==> config.mk <==
export PLATFORM = sky130hd
export DESIGN_NAME = properties_escape_decoder_core_flat
export DESIGN_NICKNAME = d
export VERILOG_FILES = /design/src/design/ped_pkg.sv /design/src/design/ped_in_if.sv /design/src/design/ped_out_if.sv /design/src/design/ped_front.sv /design/src/design/ped_queue.sv /design/src/design/ped_back.sv /design/src/design/properties_escape_decoder_core.sv /design/src/flat_wrapper.sv
export SDC_FILE = /design/constraint.sdc
export NUM_CORES = 1
export LEC_CHECK = 0
export ABC_AREA = 1
export BUFFER_PORTS_ARGS = -buffer_cell sky130_fd_sc_hd__buf_2
export CAP_MARGIN = 40
export CORE_MARGIN = 5
export CORE_UTILIZATION = 40
export CTS_BUF_LIST = sky130_fd_sc_hd__clkbuf_4
export DETAILED_ROUTE_END_ITERATION = 10
export PLACE_DENSITY_LB_ADDON = 0.1
export SETUP_SLACK_MARGIN = 0.15
export SYNTH_ARGS = -nofsm -noshare
export SYNTH_HDL_FRONTEND = slang
export SYNTH_SLANG_ARGS = --single-unit
==> constraint.sdc <==
create_clock -name i_clk -period 5.91 [get_ports i_clk]
set_input_delay 1.182 -clock i_clk [delete_from_list [all_inputs] [get_ports i_clk]]
set_output_delay 1.182 -clock i_clk [all_outputs]
set_load 0.02 [all_outputs]
==> src/design/ped_pkg.sv <==
package ped_pkg;

    localparam int QUEUE_DEPTH = 4;
    localparam int MAX_BYTES   = 6;

    localparam logic [7:0] CH_BSLASH = 8'h5C;
    localparam logic [7:0] CH_LC_U   = 8'h75;
    localparam logic [7:0] CH_LC_N   = 8'h6E;
    localparam logic [7:0] CH_LC_T   = 8'h74;
    localparam logic [7:0] CH_LC_R   = 8'h72;
    localparam logic [7:0] CH_LC_F   = 8'h66;
    localparam logic [7:0] CH_LF     = 8'h0A;
    localparam logic [7:0] CH_TAB    = 8'h09;
    localparam logic [7:0] CH_CR     = 8'h0D;
    localparam logic [7:0] CH_FF     = 8'h0C;

    localparam logic [7:0]  UTF8_LEAD2 = 8'hC0;
    localparam logic [7:0]  UTF8_LEAD3 = 8'hE0;
    localparam logic [7:0]  UTF8_CONT  = 8'h80;
    localparam logic [7:0]  UTF8_MASK  = 8'h3F;
    localparam logic [15:0] UTF8_TWO   = 16'h0080;
    localparam logic [15:0] UTF8_THREE = 16'h0800;

    // one decoded input: up to six output words and the end-of-string flag
    typedef struct packed {
        logic [MAX_BYTES-1:0][7:0] bytes;
        logic [2:0]                cnt;
        logic                      last;
    } t_cmd;

endpackage

==> src/design/ped_in_if.sv <==
interface ped_in_if;
    logic       valid;
    logic       ready;
    logic [7:0] in_byte;
    logic       in_last;

    modport source (output valid, output in_byte, output in_last, input ready);
    modport sink   (input valid, input in_byte, input in_last, output ready);
endinterface

==> src/design/ped_out_if.sv <==
interface ped_out_if;
    logic       valid;
    logic       ready;
    logic [7:0] out_byte;
    logic       run_last;
    logic       string_end;

    modport source (output valid, output out_byte, output run_last, output string_end,
                    input ready);
    modport sink   (input valid, input out_byte, input run_last, input string_end,
                    output ready);
endinterface

==> src/design/ped_front.sv <==
module ped_front (
    input  logic          i_clk,
    input  logic          i_rst_n,
    ped_in_if.sink        i_in,
    input  logic          i_full,
    output logic          o_push,
    output ped_pkg::t_cmd o_cmd
);
    import ped_pkg::*;

    localparam logic [1:0] MODE_PLAIN = 2'd0;
    localparam logic [1:0] MODE_ESC   = 2'd1;
    localparam logic [1:0] MODE_HEX   = 2'd2;

    logic [1:0]       r_mode, n_mode;
    logic [1:0]       r_dc, n_dc;
    logic [11:0]      r_code, n_code;
    logic [2:0][7:0]  r_held;

    logic             accept;
    logic [7:0]       b;
    logic             lst;
    logic             is_hex;
    logic [3:0]       hv;
    logic [15:0]      cp;
    logic             is_bs;
    logic             held_wr;
    logic [MAX_BYTES-1:0][7:0] flush_bytes;

    always_comb begin
        b      = i_in.in_byte;
        lst    = i_in.in_last;
        is_bs  = (b == CH_BSLASH);
        is_hex = 1'b1;
        hv     = 4'd0;
        if (b >= 8'h30 && b <= 8'h39) begin
            hv = 4'(b - 8'h30);
        end else if (b >= 8'h61 && b <= 8'h66) begin
            hv = 4'(b - 8'h57);
        end else if (b >= 8'h41 && b <= 8'h46) begin
            hv = 4'(b - 8'h37);
        end else begin
            is_hex = 1'b0;
        end
        cp = {r_code, hv};
    end

    // literal pass-through of a broken escape: backslash, u, held digits, then the byte
    always_comb begin
        flush_bytes[0] = CH_BSLASH;
        flush_bytes[1] = CH_LC_U;
        for (int i = 0; i < 3; i++) begin
            if (i < int'(r_dc)) begin
                flush_bytes[i + 2] = r_held[2'(i)];
            end else begin
                flush_bytes[i + 2] = b;
            end
        end
        flush_bytes[MAX_BYTES-1] = b;
    end

    assign i_in.ready = !i_full;
    assign accept     = i_in.valid && !i_full;

    always_comb begin
        n_mode     = MODE_PLAIN;
        n_dc       = r_dc;
        n_code     = r_code;
        held_wr    = 1'b0;
        o_cmd      = '0;
        o_cmd.last = lst;
        case (r_mode)
            MODE_ESC: begin
                if (b == CH_LC_N) begin
                    o_cmd.bytes[0] = CH_LF;
                    o_cmd.cnt      = 3'd1;
                end else if (b == CH_LC_T) begin
                    o_cmd.bytes[0] = CH_TAB;
                    o_cmd.cnt      = 3'd1;
                end else if (b == CH_LC_R) begin
                    o_cmd.bytes[0] = CH_CR;
                    o_cmd.cnt      = 3'd1;
                end else if (b == CH_LC_F) begin
                    o_cmd.bytes[0] = CH_FF;
                    o_cmd.cnt      = 3'd1;
                end else if (b == CH_LC_U) begin
                    n_dc   = 2'd0;
                    n_code = '0;
                    if (lst) begin
                        o_cmd.bytes[0] = CH_BSLASH;
                        o_cmd.bytes[1] = CH_LC_U;
                        o_cmd.cnt      = 3'd2;
                    end else begin
                        n_mode = MODE_HEX;
                    end
                end else begin
                    o_cmd.bytes[0] = b;
                    o_cmd.cnt      = 3'd1;
                end
            end
            MODE_HEX: begin
                if (is_hex) begin
                    if (r_dc == 2'd3) begin
                        n_dc   = 2'd0;
                        n_code = '0;
                        if (cp < UTF8_TWO) begin
                            o_cmd.bytes[0] = cp[7:0];
                            o_cmd.cnt      = 3'd1;
                        end else if (cp < UTF8_THREE) begin
                            o_cmd.bytes[0] = UTF8_LEAD2 | {3'd0, cp[10:6]};
                            o_cmd.bytes[1] = UTF8_CONT | (cp[7:0] & UTF8_MASK);
                            o_cmd.cnt      = 3'd2;
                        end else begin
                            o_cmd.bytes[0] = UTF8_LEAD3 | {4'd0, cp[15:12]};
                            o_cmd.bytes[1] = UTF8_CONT | {2'd0, cp[11:6]};
                            o_cmd.bytes[2] = UTF8_CONT | (cp[7:0] & UTF8_MASK);
                            o_cmd.cnt      = 3'd3;
                        end
                    end else if (lst) begin
                        o_cmd.bytes = flush_bytes;
                        o_cmd.cnt   = 3'd3 + {1'b0, r_dc};
                    end else begin
                        n_mode  = MODE_HEX;
                        n_dc    = r_dc + 2'd1;
                        n_code  = cp[11:0];
                        held_wr = 1'b1;
                    end
                end else begin
                    n_dc        = 2'd0;
                    n_code      = '0;
                    o_cmd.bytes = flush_bytes;
                    if (is_bs && !lst) begin
                        n_mode    = MODE_ESC;
                        o_cmd.cnt = 3'd2 + {1'b0, r_dc};
                    end else begin
                        o_cmd.cnt = 3'd3 + {1'b0, r_dc};
                    end
                end
            end
            default: begin
                if (is_bs && !lst) begin
                    n_mode = MODE_ESC;
                end else begin
                    o_cmd.bytes[0] = b;
                    o_cmd.cnt      = 3'd1;
                end
            end
        endcase
        if (lst) begin
            n_mode = MODE_PLAIN;
            n_dc   = 2'd0;
            n_code = '0;
        end
    end

    assign o_push = accept && (o_cmd.cnt != 3'd0);

    always_ff @(posedge i_clk) begin
        if (!i_rst_n) begin
            r_mode <= MODE_PLAIN;
            r_dc   <= 2'd0;
            r_code <= '0;
        end else if (accept) begin
            r_mode <= n_mode;
            r_dc   <= n_dc;
            r_code <= n_code;
        end
    end

    always_ff @(posedge i_clk) begin
        if (accept && held_wr) begin
            r_held[r_dc] <= b;
        end
    end

endmodule

==> src/design/ped_queue.sv <==
module ped_queue #(
    parameter int P_DEPTH = ped_pkg::QUEUE_DEPTH
) (
    input  logic          i_clk,
    input  logic          i_rst_n,
    input  logic          i_push,
    input  ped_pkg::t_cmd i_cmd,
    input  logic          i_pop,
    output logic          o_full,
    output logic          o_valid,
    output ped_pkg::t_cmd o_head
);
    import ped_pkg::*;

    localparam int PW = (P_DEPTH > 1) ? $clog2(P_DEPTH) : 1;
    localparam int CW = $clog2(P_DEPTH + 1);

    t_cmd            r_mem [P_DEPTH];
    logic [PW-1:0]   r_wr, r_rd;
    logic [CW-1:0]   r_count;
    logic            do_push, do_pop;

    assign o_full  = (r_count == CW'(P_DEPTH));
    assign o_valid = (r_count != '0);
    assign o_head  = r_mem[r_rd];
    assign do_push = i_push && !o_full;
    assign do_pop  = i_pop && o_valid;

    always_ff @(posedge i_clk) begin
        if (!i_rst_n) begin
            r_wr    <= '0;
            r_rd    <= '0;
            r_count <= '0;
        end else begin
            if (do_push) begin
                r_wr <= (r_wr == PW'(P_DEPTH - 1)) ? '0 : r_wr + PW'(1);
            end
            if (do_pop) begin
                r_rd <= (r_rd == PW'(P_DEPTH - 1)) ? '0 : r_rd + PW'(1);
            end
            if (do_push && !do_pop) begin
                r_count <= r_count + CW'(1);
            end else if (do_pop && !do_push) begin
                r_count <= r_count - CW'(1);
            end
        end
    end

    always_ff @(posedge i_clk) begin
        if (do_push) begin
            r_mem[r_wr] <= i_cmd;
        end
    end

endmodule

==> src/design/ped_back.sv <==
module ped_back (
    input  logic          i_clk,
    input  logic          i_rst_n,
    input  logic          i_head_valid,
    input  ped_pkg::t_cmd i_head,
    output logic          o_pop,
    output logic [2:0]    o_idx,
    ped_out_if.source     o_out
);
    import ped_pkg::*;

    logic       r_valid;
    logic [7:0] r_byte;
    logic       r_run_last;
    logic       r_end;
    logic [2:0] r_idx;
    logic       load;
    logic       fin;

    assign load  = i_head_valid && (!r_valid || o_out.ready);
    assign fin   = (r_idx == i_head.cnt - 3'd1);
    assign o_pop = load && fin;
    assign o_idx = r_idx;

    assign o_out.valid      = r_valid;
    assign o_out.out_byte   = r_byte;
    assign o_out.run_last   = r_run_last;
    assign o_out.string_end = r_end;

    always_ff @(posedge i_clk) begin
        if (!i_rst_n) begin
            r_valid <= 1'b0;
            r_idx   <= 3'd0;
        end else begin
            if (load) begin
                r_valid <= 1'b1;
                r_idx   <= fin ? 3'd0 : r_idx + 3'd1;
            end else if (o_out.ready) begin
                r_valid <= 1'b0;
            end
        end
    end

    always_ff @(posedge i_clk) begin
        if (load) begin
            r_byte     <= i_head.bytes[r_idx];
            r_run_last <= fin;
            r_end      <= fin && i_head.last;
        end
    end

endmodule

==> src/design/properties_escape_decoder_core.sv <==
// path: an accepted input word goes into the command queue, then into the output register
// throughput: one input word per cycle unless the queue is full; an input that yields n
//   output words (up to six) sends each in turn; a four-entry queue absorbs short bursts
// reset: synchronous active-low i_rst_n returns the decoder to plain text and empties
//   the queue and output register
module properties_escape_decoder_core #(
    parameter int P_QUEUE_DEPTH = ped_pkg::QUEUE_DEPTH
) (
    input  logic       i_clk,
    input  logic       i_rst_n,
    ped_in_if.sink     i_in,
    ped_out_if.source  o_out
);
    import ped_pkg::*;

    logic  push, full, head_valid, pop;
    t_cmd  cmd, head;
    logic [2:0] idx;

    ped_front u_front (
        .i_clk   (i_clk),
        .i_rst_n (i_rst_n),
        .i_in    (i_in),
        .i_full  (full),
        .o_push  (push),
        .o_cmd   (cmd)
    );

    ped_queue #(
        .P_DEPTH (P_QUEUE_DEPTH)
    ) u_queue (
        .i_clk   (i_clk),
        .i_rst_n (i_rst_n),
        .i_push  (push),
        .i_cmd   (cmd),
        .i_pop   (pop),
        .o_full  (full),
        .o_valid (head_valid),
        .o_head  (head)
    );

    ped_back u_back (
        .i_clk        (i_clk),
        .i_rst_n      (i_rst_n),
        .i_head_valid (head_valid),
        .i_head       (head),
        .o_pop        (pop),
        .o_idx        (idx),
        .o_out        (o_out)
    );

    a_no_push_when_full: assert property (@(posedge i_clk) disable iff (!i_rst_n)
        !(push && full))
        else $error("command pushed into a full queue");

    a_cmd_not_empty: assert property (@(posedge i_clk) disable iff (!i_rst_n)
        push |-> (cmd.cnt != 3'd0 && cmd.cnt <= 3'd6))
        else $error("queued command has a bad word count");

    a_idx_in_range: assert property (@(posedge i_clk) disable iff (!i_rst_n)
        head_valid |-> (idx < head.cnt))
        else $error("back-end index beyond command length");

    a_end_on_run_last: assert property (@(posedge i_clk) disable iff (!i_rst_n)
        (o_out.valid && o_out.string_end) |-> o_out.run_last)
        else $error("string end flagged on a word that is not the last of its run");

endmodule
==> src/flat_wrapper.sv <==
// flat-port wrapper written by rule: the top's interface ports become plain ports
module properties_escape_decoder_core_flat import ped_pkg::*;
#(
    parameter int P_QUEUE_DEPTH = ped_pkg::QUEUE_DEPTH
)
  (i_clk, i_rst_n, i_in_valid, i_in_in_byte, i_in_in_last, i_in_ready, o_out_valid, o_out_out_byte, o_out_run_last, o_out_string_end, o_out_ready);
  ped_in_if i_in_i ();
  ped_out_if o_out_i ();
  input  logic i_clk;
  input  logic i_rst_n;
  input wire logic [$bits(i_in_i.valid)-1:0] i_in_valid;
  input wire logic [$bits(i_in_i.in_byte)-1:0] i_in_in_byte;
  input wire logic [$bits(i_in_i.in_last)-1:0] i_in_in_last;
  output wire logic [$bits(i_in_i.ready)-1:0] i_in_ready;
  output wire logic [$bits(o_out_i.valid)-1:0] o_out_valid;
  output wire logic [$bits(o_out_i.out_byte)-1:0] o_out_out_byte;
  output wire logic [$bits(o_out_i.run_last)-1:0] o_out_run_last;
  output wire logic [$bits(o_out_i.string_end)-1:0] o_out_string_end;
  input wire logic [$bits(o_out_i.ready)-1:0] o_out_ready;
  assign i_in_i.valid = i_in_valid;
  assign i_in_i.in_byte = i_in_in_byte;
  assign i_in_i.in_last = i_in_in_last;
  assign i_in_ready = i_in_i.ready;
  assign o_out_valid = o_out_i.valid;
  assign o_out_out_byte = o_out_i.out_byte;
  assign o_out_run_last = o_out_i.run_last;
  assign o_out_string_end = o_out_i.string_end;
  assign o_out_i.ready = o_out_ready;
  properties_escape_decoder_core #(.P_QUEUE_DEPTH(P_QUEUE_DEPTH)) u_core (.i_clk(i_clk), .i_rst_n(i_rst_n), .i_in(i_in_i), .o_out(o_out_i));
endmodule
==> impl_metrics.toml <==
[cells_and_area]
layout_commonest_cell = "edfxtp_1"
mostFrequentLayoutCells = "edfxtp_1 (202), nor2_1 (154), o21ai_0 (123)"
utilization = 0.451
nNetsFinal = 1069
multi_input_area_mm2 = 0.00337
area_delta_synth_final_pct = 11.6
register_area_mm2 = 0.00665
fillers = 2570
finalNonFillerCells = 1422
drive_gt1_frac = 0.162

[yosys]
synthArstFlopShare = 0
synthCells = 988
ys_warn_count = 0
seq_area_frac_synth = 0.632
synth_flop_cell = "edfxtp_1"
synth_edf_count = 202
syn_area_mm2 = 0.0105
syn-num-nets = 1019
ys_seq_elements = 231
synth_cell_type_count = 42
avgSynthCellArea_um2 = 10.6

[detailed_routing]
drt-initial-drc-count = 540
wl_per_cell_um = 20.4
drc = 0
first_pass_iters = 5
drt-vias-per-instance = 5.38
vias = 7645
routed_wl_um = 29000
antenna_left = 0

[global_routing]
antenna_found_initial = 1
grt-ovfl-total = 0
grtUsageTotal = 0.198
grt_pass1_wl_um = 44600
grt_start_max_net_pins = 88
grt_pass1_vias = 7494

[power_and_ir_drop]
ir_drop_mv = 0.201
power_mw = 4.37
power_density_mw_per_mm2 = 372
p_leak_nw = 4.38

[clock_tree]
clk_latency_ns = 0.67
cts_num_sinks = 231
cts_setup_buffers = 0
cts-root-buf = "clkbuf_4"
ctsResizeCount = 0
clockBufferDepth = 3
htreeDepth = 2
ctsHoldBuffers = 0
cts_buffers = 61
clk_pin_slew_worst_paths_ns = 0.06
cts_tree = "built"

[floorplanning]
core-area_mm2 = 0.0260
die_w_um = 172
die-area_mm2 = 0.0296
rows = 59
start_util = 0.404
fp.dieH_um = 172
io_pins = 25

[sta]
period_share = 0.649
finalMaxSlewViolations = 0
fin_tns_setup_ns = 0
rsz0062_at_grt = "false"
tightest_slew_ns = 0.921
finalHoldViolCount = 0
relSlewSlack = 0.386
timing.final.crit_period_ns = 3.83
clock_skew_ns = 0.0204
hold_slack_ns = 0.485
fmax_mhz = 261
setup_violations = 0

[status]
status = "finished, final reports clean"

[critical_path]
cp_data_required_time_ns = 6.25
end_kind = "register"
path_max_fanout = 22
crit_type = "register to register"
crit_arrival_ns = 4.17
critical_path.startpoint_type = "register"

[placed_design]
dp.final_hpwl_um = 18700
dp_cells = 1310
place_congestion = 0.932
io_buffers = 24

[flow_run]
drv_cap = 0

[min_path]
hold_path.class = "register to register"
[cells by family (layout without fill, tap and decap cells)]
group	Yosys count	count (layout)	synth area share
AND/OR/NAND/NOR	351	351	0.146
AO/OA/AOI/OAI	253	253	0.144
buffers and inverters	129	227	0.0502
XOR/XNOR	6	6	0.00500
flip-flops	231	231	0.632
adder cells (fa/ha/maj)	18	18	0.0221
other	0	1	0
[per-stage QoR]
step,setup slack (ns),area (um^2)
2_1_floorplan,1.17,10500
3_3_place_gp,1.54,10900
3_5_place_dp,1.48,11000
4_1_cts,2.04,11700
5_1_grt,1.79,11700
6_report,2.08,11700
[critical path, stage by stage (launching register included)]
cell	delay, ns
dfxtp_1	0.79
inv_1	0.24
ha_1	0.34
inv_1	0.36
nand2_1	0.10
nand2_1	0.08
nand2_1	0.06
nor2_1	0.10
o21ai_1	0.08
nand2_1	0.11
nand2_2	0.18
nor2_4	0.66
buf_4	0.38
[where the power goes]
part           internal [mW]  total [mW]  leakage, nW  switching [mW]
Combinational          0.269       0.957         1.79           0.688
Clock                  0.711        1.36        0.463           0.647
Sequential              1.99        2.05         2.13          0.0654
Total                   2.97        4.37         4.38            1.40
[cell usage after synthesis, types with 2 or more instances]
cell type / count / area, um^2
o211ai_1: 14 / 105
buf_2: 12 / 60.1
nor2_4: 5 / 56.3
a32o_1: 2 / 20.0
o2111ai_1: 3 / 26.3
dfxtp_1: 29 / 581
a211oi_1: 4 / 30.0
o21ai_0: 123 / 616
a31oi_1: 6 / 37.5
buf_6: 3 / 33.8
a211oi_2: 6 / 75.1
nor3_1: 4 / 20.0
nand3_1: 45 / 225
edfxtp_1: 202 / 6070
nor2_1: 158 / 593
clkinv_1: 2 / 7.51
nand2_4: 6 / 67.6
nand3_2: 2 / 20.0
o22ai_1: 20 / 125
xor2_1: 6 / 52.6
ha_1: 17 / 213
nor2_2: 4 / 25.0
nand4_1: 2 / 12.5
inv_1: 73 / 274
nand2_2: 7 / 43.8
clkbuf_1: 33 / 124
o21ai_1: 5 / 25.0
o221ai_1: 23 / 201
nand2_1: 114 / 428
inv_2: 4 / 15.0
a21oi_1: 43 / 215
[sequential cells by signal, summed over array words and instances (netlist names), named ones only]
name	cells
u_core.u_queue.r_rd	2
u_core.u_queue.r_count	3
u_core.u_back.o_out.valid	1
u_core.u_queue.r_mem	176
u_core.u_queue.r_wr	2
u_core.u_back.o_out.string_end	1
u_core.u_front.r_mode	2
u_core.u_back.o_idx	3
u_core.u_front.r_code	12
u_core.u_front.r_dc	2
u_core.u_back.o_out.run_last	1
u_core.u_back.o_out.out_byte	8
u_core.u_front.r_held	16
[worst paths after layout]
check | start | endpoint | slack, ns | cells past startpoint
worst max register to register | u_core.u_front.r_dc[1]$_SDFFE_PN0P_ | u_core.u_queue.r_mem[1][13]$_DFFE_PP_ | 2.08 | 12
worst max-delay path | u_core.u_front.r_dc[1]$_SDFFE_PN0P_ | u_core.u_queue.r_mem[1][13]$_DFFE_PP_ | 2.08 | 12
worst min-delay path | u_core.u_front.r_mode[0]$_SDFFE_PN0P_ | u_core.u_front.r_mode[0]$_SDFFE_PN0P_ | 0.48 | 2
worst min register to register | u_core.u_front.r_mode[0]$_SDFFE_PN0P_ | u_core.u_front.r_mode[0]$_SDFFE_PN0P_ | 0.48 | 2
[metal layers]
layer	up-vias	global-route usage	wire (um)	part of all wire
li1	3651	-	-	-
met1	3687	0.279	13500	0.47
met2	248	0.309	13100	0.45
met3	59	0.0357	1670	0.058
met4	0	0.0694	757	0.026
met5	-	0	0	0
[area by class of cell]
type | instances | area share
Antenna cell | 1 | 0.000213
Timing Repair Buffer | 36 | 0.0182
Sequential cell | 231 | 0.567
Tap cell | 335 | 0.0357
Clock inverter | 26 | 0.0113
Multi-Input combinational cell | 628 | 0.287
Clock buffer | 85 | 0.0544
Inverter | 80 | 0.0258
No activity file was read; power rests on OpenSTA's default activity.
